--- config.mk ---
export PLATFORM = sky130hd
export DESIGN_NAME = crc8_checked_word_deframer_unit
export DESIGN_NICKNAME = d
export VERILOG_FILES = /design/src/hdl/cwd_pkg.sv /design/src/hdl/cwd_frame_ctrl.sv /design/src/hdl/cwd_out_reg.sv /design/src/hdl/crc8_checked_word_deframer_unit.sv
export SDC_FILE = /design/constraint.sdc
export NUM_CORES = 1
export LEC_CHECK = 0
export BUFFER_PORTS_ARGS = -buffer_cell sky130_fd_sc_hd__buf_2
export CORE_ASPECT_RATIO = 1.4
export CORE_UTILIZATION = 50
export DETAILED_ROUTE_END_ITERATION = 16
export PLACE_DENSITY = 0.78
export SLEW_MARGIN = 10
export SYNTH_ARGS = -nofsm -noshare
export SYNTH_HDL_FRONTEND = slang
export SYNTH_SLANG_ARGS = --single-unit
--- constraint.sdc ---
create_clock -name clk -period 3.3 [get_ports clk]
set_input_delay 0.33 -clock clk [delete_from_list [all_inputs] [get_ports clk]]
set_output_delay 0.33 -clock clk [all_outputs]
set_load 0.01 [all_outputs]
--- src/hdl/cwd_pkg.sv ---
// Shared types, constants and the CRC-8 byte function for the word deframer.
package cwd_pkg;

	localparam int unsigned CwdMaxWords   = 32;
	localparam int unsigned CwdCounterSpan = 32;
	localparam int unsigned CwdWordCap    =
		(CwdMaxWords < CwdCounterSpan) ? CwdMaxWords : CwdCounterSpan;

	localparam int unsigned FrameWordsW = 6;
	localparam int unsigned WordIdxW    = 5;
	localparam int unsigned ByteW       = 8;
	localparam int unsigned WordW       = 16;

	localparam logic [FrameWordsW-1:0] FrameWordsReset = 6'd10;
	localparam logic [FrameWordsW-1:0] FrameWordsCap   = FrameWordsW'(CwdWordCap);

	localparam logic [ByteW-1:0] CrcPoly = 8'h31;
	localparam logic [ByteW-1:0] CrcInit = 8'hFF;

	typedef enum logic [1:0] {
		POS_HIGH = 2'd0,
		POS_LOW  = 2'd1,
		POS_CRC  = 2'd2
	} cwd_pos_t;

	typedef struct packed {
		logic [WordW-1:0]    data_word;
		logic                crc_ok;
		logic [ByteW-1:0]    computed_crc;
		logic [WordIdxW-1:0] word_index;
		logic                last_word;
		logic                frame_error;
	} cwd_result_t;

	// MSB-first CRC-8 update over one byte
	function automatic logic [ByteW-1:0] crc8_byte(input logic [ByteW-1:0] crc,
	                                              input logic [ByteW-1:0] b);
		logic [ByteW-1:0] v;
		v = crc ^ b;
		for (int k = 0; k < ByteW; k++) begin
			if (v[ByteW-1]) begin
				v = {v[ByteW-2:0], 1'b0} ^ CrcPoly;
			end else begin
				v = {v[ByteW-2:0], 1'b0};
			end
		end
		return v;
	endfunction

endpackage

--- src/hdl/cwd_frame_ctrl.sv ---
// Byte position tracking, running CRC, word counter and result formation.
module cwd_frame_ctrl (
	input  logic                          clk,
	input  logic                          arst_n,
	input  logic                          item_valid,
	input  logic [cwd_pkg::ByteW-1:0]     item_byte,
	input  logic                          item_start,
	input  logic [cwd_pkg::FrameWordsW-1:0] frame_words,
	input  logic                          out_free,
	output logic                          item_take,
	output logic                          res_valid,
	output cwd_pkg::cwd_result_t          res
);

	cwd_pkg::cwd_pos_t                pos_q;
	cwd_pkg::cwd_pos_t                pos_e;
	logic [cwd_pkg::WordIdxW-1:0]     cnt_q;
	logic [cwd_pkg::WordIdxW-1:0]     cnt_e;
	logic                             err_q;
	logic                             err_e;
	logic [cwd_pkg::ByteW-1:0]        held_high_q;
	logic [cwd_pkg::ByteW-1:0]        held_low_q;
	logic [cwd_pkg::ByteW-1:0]        crc_q;
	logic [cwd_pkg::FrameWordsW-1:0]  eff_words;
	logic [cwd_pkg::FrameWordsW-1:0]  cnt_inc;
	logic                             is_crc;
	logic                             ok;
	logic                             last;
	logic                             err_new;

	// frame start clears position, count and error ahead of this byte
	assign pos_e = item_start ? cwd_pkg::POS_HIGH : pos_q;
	assign cnt_e = item_start ? '0 : cnt_q;
	assign err_e = item_start ? 1'b0 : err_q;

	always_comb begin
		if (frame_words == '0) begin
			eff_words = cwd_pkg::FrameWordsW'(1);
		end else if (frame_words > cwd_pkg::FrameWordsCap) begin
			eff_words = cwd_pkg::FrameWordsCap;
		end else begin
			eff_words = frame_words;
		end
	end

	assign is_crc  = (pos_e == cwd_pkg::POS_CRC);
	assign cnt_inc = {1'b0, cnt_e} + cwd_pkg::FrameWordsW'(1);
	assign last    = (cnt_inc >= eff_words);
	assign ok      = (crc_q == item_byte);
	assign err_new = err_e | ~ok;

	// non-CRC bytes only update state, so they never wait on the output
	assign item_take = item_valid && (!is_crc || out_free);
	assign res_valid = item_valid && is_crc && out_free;

	assign res.data_word    = {held_high_q, held_low_q};
	assign res.crc_ok       = ok;
	assign res.computed_crc = crc_q;
	assign res.word_index   = cnt_e;
	assign res.last_word    = last;
	assign res.frame_error  = err_new;

	always_ff @(posedge clk or negedge arst_n) begin
		if (!arst_n) begin
			pos_q <= cwd_pkg::POS_HIGH;
			cnt_q <= '0;
			err_q <= 1'b0;
		end else if (item_take) begin
			unique case (pos_e)
				cwd_pkg::POS_LOW: begin
					pos_q <= cwd_pkg::POS_CRC;
					cnt_q <= cnt_e;
					err_q <= err_e;
				end
				cwd_pkg::POS_CRC: begin
					pos_q <= cwd_pkg::POS_HIGH;
					if (last) begin
						cnt_q <= '0;
						err_q <= 1'b0;
					end else begin
						cnt_q <= cnt_inc[cwd_pkg::WordIdxW-1:0];
						err_q <= err_new;
					end
				end
				default: begin
					pos_q <= cwd_pkg::POS_LOW;
					cnt_q <= cnt_e;
					err_q <= err_e;
				end
			endcase
		end
	end

	// hold the data bytes and fold each into the running CRC as it arrives
	always_ff @(posedge clk) begin
		if (item_take) begin
			case (pos_e)
				cwd_pkg::POS_LOW: begin
					held_low_q <= item_byte;
					crc_q      <= cwd_pkg::crc8_byte(crc_q, item_byte);
				end
				cwd_pkg::POS_CRC: begin
				end
				default: begin
					held_high_q <= item_byte;
					crc_q       <= cwd_pkg::crc8_byte(cwd_pkg::CrcInit, item_byte);
				end
			endcase
		end
	end

endmodule

--- src/hdl/cwd_out_reg.sv ---
// Output result register driving the master-side stream.
module cwd_out_reg (
	input  logic                 clk,
	input  logic                 arst_n,
	input  logic                 load,
	input  cwd_pkg::cwd_result_t res,
	output logic                 out_free,
	output logic                 m_axis_tvalid,
	input  logic                 m_axis_tready,
	output logic [31:0]          m_axis_tdata,
	output logic [1:0]           m_axis_tuser,
	output logic                 m_axis_tlast
);

	logic                 valid_s2;
	cwd_pkg::cwd_result_t res_s2;

	assign out_free = !valid_s2 || m_axis_tready;

	always_ff @(posedge clk or negedge arst_n) begin
		if (!arst_n) begin
			valid_s2 <= 1'b0;
		end else if (out_free) begin
			valid_s2 <= load;
		end
	end

	always_ff @(posedge clk) begin
		if (load && out_free) begin
			res_s2 <= res;
		end
	end

	assign m_axis_tvalid = valid_s2;
	assign m_axis_tdata  = {3'b000, res_s2.word_index, res_s2.computed_crc, res_s2.data_word};
	assign m_axis_tuser  = {res_s2.frame_error, res_s2.crc_ok};
	assign m_axis_tlast  = res_s2.last_word;

endmodule

--- src/hdl/crc8_checked_word_deframer_unit.sv ---
// Top level of the CRC-8 checked 16-bit word deframer.
// Bytes come in threes (data high, data low, CRC-8 with polynomial 0x31, init 0xFF, no
// reflection, no final XOR); every third byte yields one output transaction carrying the
// big-endian word, the computed CRC, the match flag, the word index, a last-word mark
// (tlast) and a sticky frame error. One byte is accepted per cycle unless the output
// stalls; a byte passes an input register and then the output register. The running CRC
// is folded one byte per cycle as data bytes arrive, so the CRC byte only needs a compare.
// Only CRC bytes wait on a stalled output.
module crc8_checked_word_deframer_unit (
	input  logic                            clk,
	input  logic                            arst_n,
	input  logic                            cfg_we,
	input  logic [cwd_pkg::FrameWordsW-1:0] cfg_wdata,   // frame_words
	input  logic                            s_axis_tvalid,
	output logic                            s_axis_tready,
	input  logic [7:0]                      s_axis_tdata,  // [7:0] rx_byte
	input  logic                            s_axis_tuser,  // [0] frame_start
	output logic                            m_axis_tvalid,
	input  logic                            m_axis_tready,
	// [15:0] data_word, [23:16] computed_crc, [28:24] word_index, [31:29] zero
	output logic [31:0]                     m_axis_tdata,
	output logic [1:0]                      m_axis_tuser,  // [0] crc_ok, [1] frame_error
	output logic                            m_axis_tlast   // last_word
);

	logic [cwd_pkg::FrameWordsW-1:0] frame_words_q;
	logic                            valid_s1;
	logic [cwd_pkg::ByteW-1:0]       byte_s1;
	logic                            start_s1;
	logic                            item_take;
	logic                            res_valid;
	logic                            out_free;
	cwd_pkg::cwd_result_t            res;

	always_ff @(posedge clk or negedge arst_n) begin
		if (!arst_n) begin
			frame_words_q <= cwd_pkg::FrameWordsReset;
		end else if (cfg_we) begin
			frame_words_q <= cfg_wdata;
		end
	end

	assign s_axis_tready = !valid_s1 || item_take;

	always_ff @(posedge clk or negedge arst_n) begin
		if (!arst_n) begin
			valid_s1 <= 1'b0;
		end else if (s_axis_tready) begin
			valid_s1 <= s_axis_tvalid;
		end
	end

	always_ff @(posedge clk) begin
		if (s_axis_tvalid && s_axis_tready) begin
			byte_s1  <= s_axis_tdata;
			start_s1 <= s_axis_tuser;
		end
	end

	cwd_frame_ctrl u_frame_ctrl (
		.clk         (clk),
		.arst_n      (arst_n),
		.item_valid  (valid_s1),
		.item_byte   (byte_s1),
		.item_start  (start_s1),
		.frame_words (frame_words_q),
		.out_free    (out_free),
		.item_take   (item_take),
		.res_valid   (res_valid),
		.res         (res)
	);

	cwd_out_reg u_out_reg (
		.clk           (clk),
		.arst_n        (arst_n),
		.load          (res_valid),
		.res           (res),
		.out_free      (out_free),
		.m_axis_tvalid (m_axis_tvalid),
		.m_axis_tready (m_axis_tready),
		.m_axis_tdata  (m_axis_tdata),
		.m_axis_tuser  (m_axis_tuser),
		.m_axis_tlast  (m_axis_tlast)
	);

endmodule

* After elaboration in Yosys (flattened, before gate mapping)
Cells that the tools add are included.
Word-level totals: bits in registers 81, bits in latches 0, RAM bits 0, ROM bits 0, logic and storage cells 116, memories kept 0
Cells by class: add/sub/neg operators 1, $mul 0, div/mod/pow operators 0, magnitude comparators 2, equal/unequal tests 3, shifts and indexed selects 0, multiplexer cells 55, bitwise operators 22, reductions and logical operators 16
Operators with widths (number):
- 2-to-1 mux 8 bit | 28
- 2-to-1 mux 6 bit | 18
- NOT 3 bit | 16
- case mux 8 bit (2 select lines) | 1
- 2-to-1 mux 5 bit | 3
- == test 8 bit | 1
- NOT 8 bit | 1
- XOR 8 bit | 1
- adder 5 x 1 -> 6 bit, second input constant | 1
- >= comparator 6 bit | 1
- greater-than comparator 6 bit, second input constant | 1
- zero test 6 bit | 1
- AND reduction 2 bit | 3
- logical AND 1 bit | 5
- case mux 2 bit (2 select lines) | 1
- zero test 1 bit | 3
- logical OR 1 bit | 3
- 2-to-1 mux 1 bit | 3
- NOT 1 bit | 3
- == test 2 x 1 -> 1 bit, second input constant | 1
- == test 2 bit, second input constant | 1
- 2-to-1 mux 2 bit | 1
- OR reduction 2 bit | 1
- OR 1 bit | 1

* Logic depth before layout (Yosys ltp)
Gate-level depths: netlist (run 1).
depth after elaboration 33, gate-level depth with buffers 11, gate-level depth less buffers 10

* By module
A second synthesis (run 1) with hierarchy kept.
Second synthesis, totals: cells, all modules 230, area, all modules 3492.1 um^2
By module, submodules not included:
- cwd_frame_ctrl | times used 1, cells an instance 164, area each 1883.1 um^2
- cwd_out_reg | times used 1, cells an instance 40, area each 1041.0 um^2
- crc8_checked_word_deframer_unit | times used 1, cells an instance 26, area each 568.0 um^2

* Least setup slack after synthesis (run 1)
Ideal clock, no wire load.
path kind register to register, start register start_s1, end register u_frame_ctrl.cnt_q[2] in the netlist's numbering, arrival 3.311 ns, setup slack -0.130 ns, cell stages (with the launch flop) 9, period minus slack after synthesis 3.430 ns, cell sequence edfxtp_1 -> clkbuf_1 -> nand2b_1 -> inv_1 -> ha_1 -> nand2_1 -> nor2_1 -> o211ai_1 -> o311ai_0
On the way: word-level cells in the longest chain between the ends 5
RTL lines:
- start: declaration | RTL line crc8_checked_word_deframer_unit.sv:29 | logic start_s1;
- start signal: assignment | RTL line crc8_checked_word_deframer_unit.sv:56 | start_s1 <= s_axis_tuser;
- 2-to-1 mux 5 bit / 2-to-1 mux 2 bit (equally long branches) | RTL line cwd_frame_ctrl.sv:33, cwd_frame_ctrl.sv:32
- adder 5 x 1 -> 6 bit / == test 2 bit (equally long branches) | RTL line cwd_frame_ctrl.sv:47, cwd_frame_ctrl.sv:46, cwd_frame_ctrl.sv:69
- >= comparator 6 bit / zero test 1 bit (equally long branches) | RTL line cwd_frame_ctrl.sv:48, cwd_frame_ctrl.sv:53
- 2-to-1 mux 5 bit / logical OR 1 bit (equally long branches) | RTL line cwd_frame_ctrl.sv:77, cwd_frame_ctrl.sv:53
- 2-to-1 mux 5 bit / logical AND 1 bit (equally long branches) | RTL line cwd_frame_ctrl.sv:69, cwd_frame_ctrl.sv:53
- end signal: assignment | RTL line cwd_frame_ctrl.sv:72 | cnt_q <= cnt_e;
- end signal: assignment | RTL line cwd_frame_ctrl.sv:81 | cnt_q <= cnt_inc[cwd_pkg::WordIdxW-1:0];
- end signal: assignment | RTL line cwd_frame_ctrl.sv:87 | cnt_q <= cnt_e;
- end: declaration | RTL line cwd_frame_ctrl.sv:17 | logic [cwd_pkg::WordIdxW-1:0] cnt_q;
Several ways; a longest one is shown, not always the timed one. A chain may end at the register's enable or synchronous reset.

==> results of run 1 <==
## power groups by stage
stage | clock, mW | sequential, mW | combinational (mW)
2_1_floorplan | 0 | 1.30 | 0.326
6_report | 0.670 | 1.30 | 0.395
4_1_cts | 0.683 | 1.30 | 0.401
5_1_grt | 0.730 | 1.32 | 0.446
3_5_place_dp | 0 | 1.33 | 0.397
3_3_place_gp | 0 | 1.32 | 0.384
## worst max path at each step
stage / start / end / slack [ns] / cells past startpoint
2_1_floorplan: start_s1 / u_frame_ctrl.cnt_q[2] / 0.49 / 8
3_3_place_gp: start_s1 / u_frame_ctrl.cnt_q[2] / 0.58 / 10
3_5_place_dp: start_s1 / u_frame_ctrl.cnt_q[2] / 0.42 / 10
4_1_cts: start_s1 / u_frame_ctrl.cnt_q[2] / 0.40 / 10
5_1_grt: start_s1 / u_frame_ctrl.cnt_q[2] / 0.11 / 10
6_report: start_s1 / u_frame_ctrl.cnt_q[2] / 0.41 / 10
## logic make-up (layout without fill, tap and decap cells)
logic type | after synthesis | in the layout | synth area share, %
adder cells (fa/ha/maj) | 9 | 9 | 3.28
buffers and inverters | 13 | 77 | 1.75
multiplexers | 5 | 5 | 1.64
AO/OA/AOI/OAI | 20 | 20 | 3.79
AND/OR/NAND/NOR | 59 | 59 | 8.52
other | 1 | 3 | 0.109
flip-flops | 81 | 81 | 68.5
XOR/XNOR | 43 | 43 | 12.4
## worst max-delay path, cell delays in order (launching register included)
cell      delay [ns]
edfxtp_1        0.58
nor2b_1         0.30
ha_1            0.25
nand3_1         0.10
xor2_1          0.17
inv_1           0.06
ha_1            0.31
a21o_1          0.16
a21oi_1         0.23
o211ai_1        0.26
o311ai_0        0.34
## cells in the final DEF, fill, tap and decap left out, types with 4 or more instances in the layout
cell      netlist  final
a21o_1          4      4
buf_2           0     53
clkbuf_8        0      9
dfrtp_1        14     14
edfxtp_1       65     65
ha_1            9      9
inv_1           6      6
mux2_2          5      5
nand2_1        20     20
nand2b_1        6      6
nand3_1         7      7
nor2_1          8      7
nor2b_1         8      8
o21ai_0         7      7
xnor2_1        31     31
xor2_1          8      8
## flip-flops by register name (all words and copies together), names as in the netlist
name and flops:
u_out_reg.m_axis_tlast 1, byte_s1 8, u_frame_ctrl.err_q 1, u_out_reg.m_axis_tdata 29, u_frame_ctrl.held_low_q 8, u_frame_ctrl.pos_q 2
u_out_reg.m_axis_tvalid 1, u_out_reg.m_axis_tuser 2, valid_s1 1, frame_words_q 6, u_frame_ctrl.cnt_q 5, u_frame_ctrl.crc_q 8
start_s1 1, u_frame_ctrl.held_high_q 8
## routing by layer
layer / GRT usage, % / vias to the layer above / share of wire [%]
li1: - / 938 / -
met1: 17.8 / 903 / 38
met2: 32.1 / 50 / 55
met4: 9.20 / 0 / 3.3
met5: 0 / - / 0
met3: 5.22 / 15 / 3.5
## cells in the mapped netlist, types with 3 or more instances
cell,count,area (sq um)
edfxtp_1,65,1950
xnor2_1,31,272
nand2_1,20,75.1
dfrtp_1,14,350
ha_1,9,113
nor2_1,8,30.0
nor2b_1,8,50.1
xor2_1,8,70.1
nand3_1,7,35.0
o21ai_0,7,35.0
inv_1,6,22.5
nand2b_1,6,37.5
mux2_2,5,56.3
a21o_1,4,30.0
clkbuf_1,4,15.0
and2_1,3,18.8
buf_4,3,22.5
xnor3_1,3,67.6
## cell type report
cell class	count	area share, %
Clock inverter	7	1.54
Timing Repair Buffer	55	7.08
Inverter	6	0.564
Tap cell	92	2.88
Sequential cell	81	59.0
Multi-Input combinational cell	139	25.8
Clock buffer	9	3.10
## what timing repair did
| action | in CTS | in global routing |
|---|---|---|
| setup buffers | 0 | 0 |
| endpoints found under the hold margin | 14 | 0 |
| hold buffers | 1 | 0 |
==> results.rst, run 1 <==
.. list-table::
   :header-rows: 1

   * - Metric
     - Value
   * - Critical path launch point type
     - flop
   * - Cell depth of the worst hold path
     - 1
   * - Fmax
     - 346 MHz
   * - Max FO, Critical Path
     - 14
   * - CTS sink count
     - ~80
   * - Count of flip-flops with a built-in enable after synthesis
     - 65
   * - Share of post-route cells with drive strength above 1
     - between 20% and 30%
   * - Combinational Power Share
     - between 10% and 20%
   * - Share of async-settable or async-resettable flops after synthesis
     - 19.8%
   * - Tcrit/Tclk final
     - around 90%
   * - Total leakage power
     - 1.57 nW
   * - Final cell count without fillers
     - 389
   * - Worst-margin pin slew
     - between 0.8 and 0.9 ns
   * - First DRT Iteration DRCs
     - around 100
   * - Weighted congestion at the end of routability-driven global placement
     - 0.859
   * - Mean Syn Cell Area
     - roughly 15 sq um
   * - Area added between synthesis and finish
     - 16.2%
   * - Total I/O pin count
     - 57
   * - Endpoint class of the critical path
     - flop
   * - Sequential element share of the synthesized area
     - 68.5%
   * - Data required time at the worst endpoint
     - around 3.5 ns
   * - Number of library cell types mapped by synthesis
     - 33
   * - Final HPWL DP
     - 4.01 mm
   * - Total Wirelength
     - 5.47 mm
   * - Number of fillers in the final layout
     - 510
   * - Number of nets with antenna violations after detailed routing
     - 0
   * - Post-synthesis instance area
     - 3440 sq um
   * - Clock skew
     - between 0.008 and 0.009 ns
   * - Clock slew at the register clock pins of the worst setup and hold paths
     - about 0.080 ns
   * - Number of global-route vias before repair
     - around 2k
   * - Data arrival time of the critical path
     - 3.13 ns
   * - Worst setup slack after layout
     - approximately 0.4 ns
   * - Headroom to the max-slew limit
     - between 40 and 50%
   * - Internal Dissipation
     - around 1.7 mW
   * - #FFs+latches synth
     - 81
   * - Antenna violations before repair
     - 0
   * - Post-synth top flop
     - edfxtp_1
   * - Dpl ws
     - 0.423 ns
   * - Clock latency reported for the late side of the worst-skew pair
     - 0.35 ns
   * - Ys Warns
     - 0
   * - Core box area
     - 6610 sq um
   * - Detail-routed via count per cell
     - between 4 and 5
   * - Start point of the worst min-delay path
     - s_axis_tdata[4]
   * - Setup repair after global routing missed its margin
     - false
   * - Count of buffers inserted at the top-level ports
     - 53
   * - Fraction of power consumed by the clock network
     - 28.3%
   * - Count of inserted antenna diode cells
     - 0
   * - Max-slew violations
     - 0
   * - Final core occ
     - between 60% and 70%
   * - Final routed wire length divided by cell count
     - around 14 um
   * - Final hold viol count
     - 0
   * - Number of violations of the max-capacitance limit
     - 0
   * - Multi-input gate area
     - between 1000 and 1500 sq um
   * - Post-route worst hold slack
     - about 0.15 ns
   * - Net switching share of the total power
     - a little over a quarter
   * - NumNets Final
     - about 320
   * - Seq pwr share
     - a little under three fifths
   * - Number of H-tree branching levels
     - 3
   * - Cell area after layout
     - roughly 4000 sq um
   * - Status
     - finished, final reports clean
   * - Root Buffer
     - clkbuf_8
   * - Die Y
     - around 100 um
   * - Drt pass-1 iters
     - 4
   * - Endpoint of the worst hold path
     - byte_s1[4]
   * - Overall power
     - 2.37 mW
   * - TritonCTS Buffers
     - 9
   * - Number of remaining DRC errors
     - 0
   * - TritonCTS clock tree
     - yes
   * - Period minus WS final
     - 2.89 ns
   * - Site Rows
     - 35
   * - First-pass GRT wire length
     - a little over 9 mm
   * - NetSw
     - around 0.65 mW
   * - Count of vias placed by the detailed router
     - between 1.5k and 2k
   * - Total area of sequential cells
     - 2350 sq um
   * - Initial cell density of the core
     - about half
   * - Depth of the worst register-to-register path
     - 10
   * - Pin count of the biggest net entering global routing
     - 33
   * - Endpoint of the worst-slack reg-to-reg timing path
     - u_frame_ctrl.cnt_q[2]
   * - Areal power density over the cells
     - slightly below 600 nW/um^2
   * - Die boundary width
     - approximately 70 um
   * - Startpoint of the worst-slack reg-to-reg timing path
     - start_s1
   * - Number of instances resized during post-cts repair
     - 0
   * - Placed instance count
     - 372
   * - Gr ovfl total
     - 0
   * - Total Die Area
     - 7210 sq um
   * - Max clock buf depth
     - 2
   * - Maximum resistive drop on vdd
     - between 0.2 and 0.3 mV
   * - Global Route Usage Sum
     - 17.6%
   * - Setup TNS after final layout
     - 0 ns
   * - Number of instances in the synthesized netlist
     - about 230
   * - Final setup fails
     - 0
   * - Reg2Reg Setup Slack
     - between 0.4 and 0.5 ns
   * - Instance area after placement
     - approximately 3800 sq um
   * - Path class of the lowest-slack min-delay path
     - input pin to flop
   * - Category of the critical setup timing path
     - flop to flop
No activity file was read; power rests on OpenSTA's default activity.
==> run 2, diff against run 1 <==
--- a/config.mk
+++ b/config.mk
@@ -13,4 +13,5 @@
 export SLEW_MARGIN = 10
 export SYNTH_ARGS = -nofsm -noshare
 export SYNTH_HDL_FRONTEND = slang
+export SYNTH_HIERARCHICAL = 1
 export SYNTH_SLANG_ARGS = --single-unit
==> run 2 against run 1 <==
Net effect:
- synthesized cell count fell by 0.43%
- critical endpoint is now u_frame_ctrl/cnt_q[2]
- clock power fell by 0.7%
- non-clock buffer count fell by 1
- largest cell class unchanged
==> results.rst, run 2 <==
.. list-table::
   :header-rows: 1

   * - Metric
     - Value
   * - Final cell count without fillers
     - ~380
   * - Count of flip-flops with a built-in enable after synthesis
     - 65
   * - Number of H-tree branching levels
     - 3
   * - Maximum resistive drop on vdd
     - a little under 0.3 mV
   * - Total Die Area
     - roughly 7300 sq um
   * - Clock slew at the register clock pins of the worst setup and hold paths
     - ~0.08 ns
   * - Final HPWL DP
     - around 4 mm
   * - Seq pwr share
     - 52.1%
   * - Initial cell density of the core
     - between 50 and 60%
   * - Count of vias placed by the detailed router
     - roughly 1.9k
   * - Endpoint class of the critical path
     - flop
   * - Core box area
     - about 6700 sq um
   * - Area added between synthesis and finish
     - 14.7%
   * - First-pass GRT wire length
     - about 9.1 mm
   * - Clock skew
     - approximately 0.008 ns
   * - Clock latency reported for the late side of the worst-skew pair
     - 0.35 ns
   * - Cell types occupying the most area after synthesis
     - edfxtp_1 56%, dfrtp_1 10%, xnor2_1 6.5%
   * - Final setup fails
     - 0
   * - Total Wirelength
     - between 5 and 6 mm
   * - Total leakage power
     - approximately 1.6 nW
   * - Count of buffers inserted at the top-level ports
     - 53
   * - Detail-routed via count per cell
     - 5.04
   * - Buffers and inverters on the worst path
     - 0
   * - Slowest Stage Delay on Critical Path
     - 0.58 ns
   * - Max FO, Critical Path
     - 11
   * - Gr ovfl total
     - 0
   * - Fraction of power consumed by the clock network
     - about 25%
   * - Most repeated cell in the gate-level netlist after synthesis
     - edfxtp_1
   * - Share of async-settable or async-resettable flops after synthesis
     - about a fifth
   * - Final routed wire length divided by cell count
     - roughly 14 um
   * - Ys Warns
     - 6
   * - Total area of sequential cells
     - 2350 sq um
   * - Setup repair after global routing missed its margin
     - false
   * - Number of fillers in the final layout
     - 550
   * - Multi-input gate area
     - between 1000 and 1500 sq um
   * - #FFs+latches synth
     - 81
   * - Share of post-route cells with drive strength above 1
     - ~29%
   * - Placed instance count
     - between 300 and 400
   * - Pin count of the biggest net entering global routing
     - 33
   * - Max FFs per register
     - 29
   * - Antenna violations before repair
     - 0
   * - Worst-margin pin slew
     - 0.828 ns
   * - Buffers inserted by post-CTS timing repair
     - 0
   * - Root Buffer
     - clkbuf_8
   * - Number of instances in the synthesized netlist
     - 230
   * - Portion of synthesized cell area occupied by the leading cell type
     - a little under three fifths
   * - Post-synth top area cell
     - edfxtp_1
   * - Internal Dissipation
     - between 1.5 and 2 mW
   * - Areal power density over the cells
     - 656 nW/um^2
   * - Category of the critical setup timing path
     - flop to flop
   * - Path class of the lowest-slack min-delay path
     - input pin to flop
   * - Max clock buf depth
     - 2
   * - Count of inserted antenna diode cells
     - 0
   * - Period minus WS final
     - a little under 3 ns
   * - Data required time at the worst endpoint
     - between 3 and 4 ns
   * - Final core occ
     - between 60 and 70%
   * - Net switching share of the total power
     - between 20% and 30%
   * - Status
     - finished, final reports clean
   * - Post-synth top flop
     - edfxtp_1
   * - TritonCTS clock tree
     - yes
   * - Cell with the largest stage delay on the worst path
     - a2111oi_0
   * - NumNets Final
     - 316
   * - NetSw
     - 0.773 mW
   * - Weighted congestion at the end of routability-driven global placement
     - around 0.84
   * - Number of nets with antenna violations after detailed routing
     - 0
   * - First DRT Iteration DRCs
     - between 80 and 90
   * - Die Y
     - around 100 um
   * - Mean Syn Cell Area
     - roughly 15 sq um
   * - TritonCTS Buffers
     - 9
   * - CTS sink count
     - 81
   * - Most common cell after layout, fill and taps aside
     - edfxtp_1
   * - Combinational Power Share
     - 22.6%
   * - Total I/O pin count
     - 57
   * - Critical path launch point type
     - flop
   * - Number of library cell types mapped by synthesis
     - 39
   * - Max-slew violations
     - 0
   * - Fmax
     - 341 MHz
   * - Headroom to the max-slew limit
     - 44.7%
   * - Drt pass-1 iters
     - 4
   * - Post-synthesis instance area
     - approximately 3500 sq um
   * - Data arrival time of the critical path
     - between 3 and 4 ns
   * - Final hold viol count
     - 0
   * - Top delay family on crit path
     - simple AND/OR/NAND/NOR gates
   * - Setup TNS after final layout
     - 0 ns
   * - Cells traversed along the worst timing path
     - nor2b_1 > ha_1 > nand3_1 > xor2_1 > nor2_1 > ha_1 > and3_1 > a2111oi_0 > o211ai_1 > nand3_1
   * - Most frequent cells in the layout
     - 65 x edfxtp_1, 53 x buf_2, 26 x xnor2_1, 14 x dfrtp_1, 14 x nand2_1
   * - Number of global-route vias before repair
     - approximately 1.9k
   * - Commonest cells in the netlist
     - 65 x edfxtp_1, 26 x xnor2_1, 14 x dfrtp_1, 14 x nand2_1, 12 x xor2_1
   * - Sequential element share of the synthesized area
     - between 60% and 70%
   * - Number of violations of the max-capacitance limit
     - 0
   * - Global Route Usage Sum
     - about 17%
   * - Tcrit/Tclk final
     - 88.7%
   * - Die boundary width
     - 72.6 um
   * - Number of remaining DRC errors
     - 0
   * - Site Rows
     - 35
run 2: cell count changes after synthesis, sizes merged, moves of 4 or more:
cell,previous run,this run
buf,3,7
a32o,0,4
a21oi,2,6
xor2,9,13
nand2,20,14
nand3,7,3
xnor2,31,27
run 2: routing by layer:
metal | track usage, % | vias to the layer above | share of wire, %
li1 | - | 920 | -
met1 | 18.9 | 942 | 37
met2 | 30.0 | 61 | 55
met3 | 5.50 | 12 | 4.5
met4 | 9.05 | 0 | 2.8
met5 | 0 | - | 0
run 2: final timing paths:
kind,startpoint,endpoint,slack [ns],cells past startpoint
min,s_axis_tdata[2],byte_s1[2],0.15,1
min reg2reg,u_frame_ctrl/held_high_q[6],u_out_reg/m_axis_tdata[14],0.42,0
max in group asynchronous,arst_n,frame_words_q[3],2.57,2
min in group asynchronous,arst_n,frame_words_q[5],0.42,2
max reg2reg,start_s1,u_frame_ctrl/cnt_q[2],0.37,10
max,start_s1,u_frame_ctrl/cnt_q[2],0.37,10
run 2: cells by family (layout without fill, tap and decap cells):
group	count (synthesis)	after routing	synth area share [%]
flip-flops	81	81	67.4
AND/OR/NAND/NOR	52	52	8.24
XOR/XNOR	41	41	11.1
AO/OA/AOI/OAI	22	22	4.37
buffers and inverters	18	78	2.90
adder cells (fa/ha/maj)	9	9	3.22
multiplexers	6	6	2.58
other	1	3	0.107
run 2: repair_timing:
action / CTS / global route
hold buffers: 1 / 0
resized for setup: 0 / 0
endpoints found under the hold margin: 14 / 0
run 2: worst reg2reg max path, stage by stage, from the launching register on:
cell and delay (ns):
edfxtp_1 0.56, nor2b_1 0.32, ha_1 0.30, nand3_1 0.12
xor2_1 0.15, nor2_1 0.16, ha_1 0.27, and3_1 0.18
a2111oi_0 0.58, o211ai_1 0.15, nand3_1 0.09
run 2: stage by stage:
stage | hold slack (ns) | worst slack (ns) | power (mW) | cell area [sq um]
floorplan | 0.0344 | 0.689 | 1.85 | 3500
global placement | 0.260 | 0.593 | 1.96 | 3810
detailed placement | 0.265 | 0.427 | 1.98 | 3810
CTS | 0.134 | 0.400 | 2.65 | 4010
global route | 0.127 | 0.0863 | 2.77 | 4010
finish | 0.154 | 0.371 | 2.63 | 4010
run 2: power by group through the flow:
stage                     Clock (mW)  Combinational, mW  Sequential [mW]
after floorplan                    0              0.481             1.37
after global placement             0              0.569             1.39
after detailed placement           0              0.582             1.39
after CTS                      0.683              0.591             1.37
after global routing           0.725              0.652             1.39
final                          0.665              0.593             1.37
run 2: layout make-up:
class | count | area share, %
Clock inverter | 7 | 1.56
Multi-Input combinational cell | 133 | 26.1
Timing Repair Buffer | 54 | 6.87
Sequential cell | 81 | 58.8
Tap cell | 92 | 2.87
Inverter | 8 | 0.750
Clock buffer | 9 | 3.09
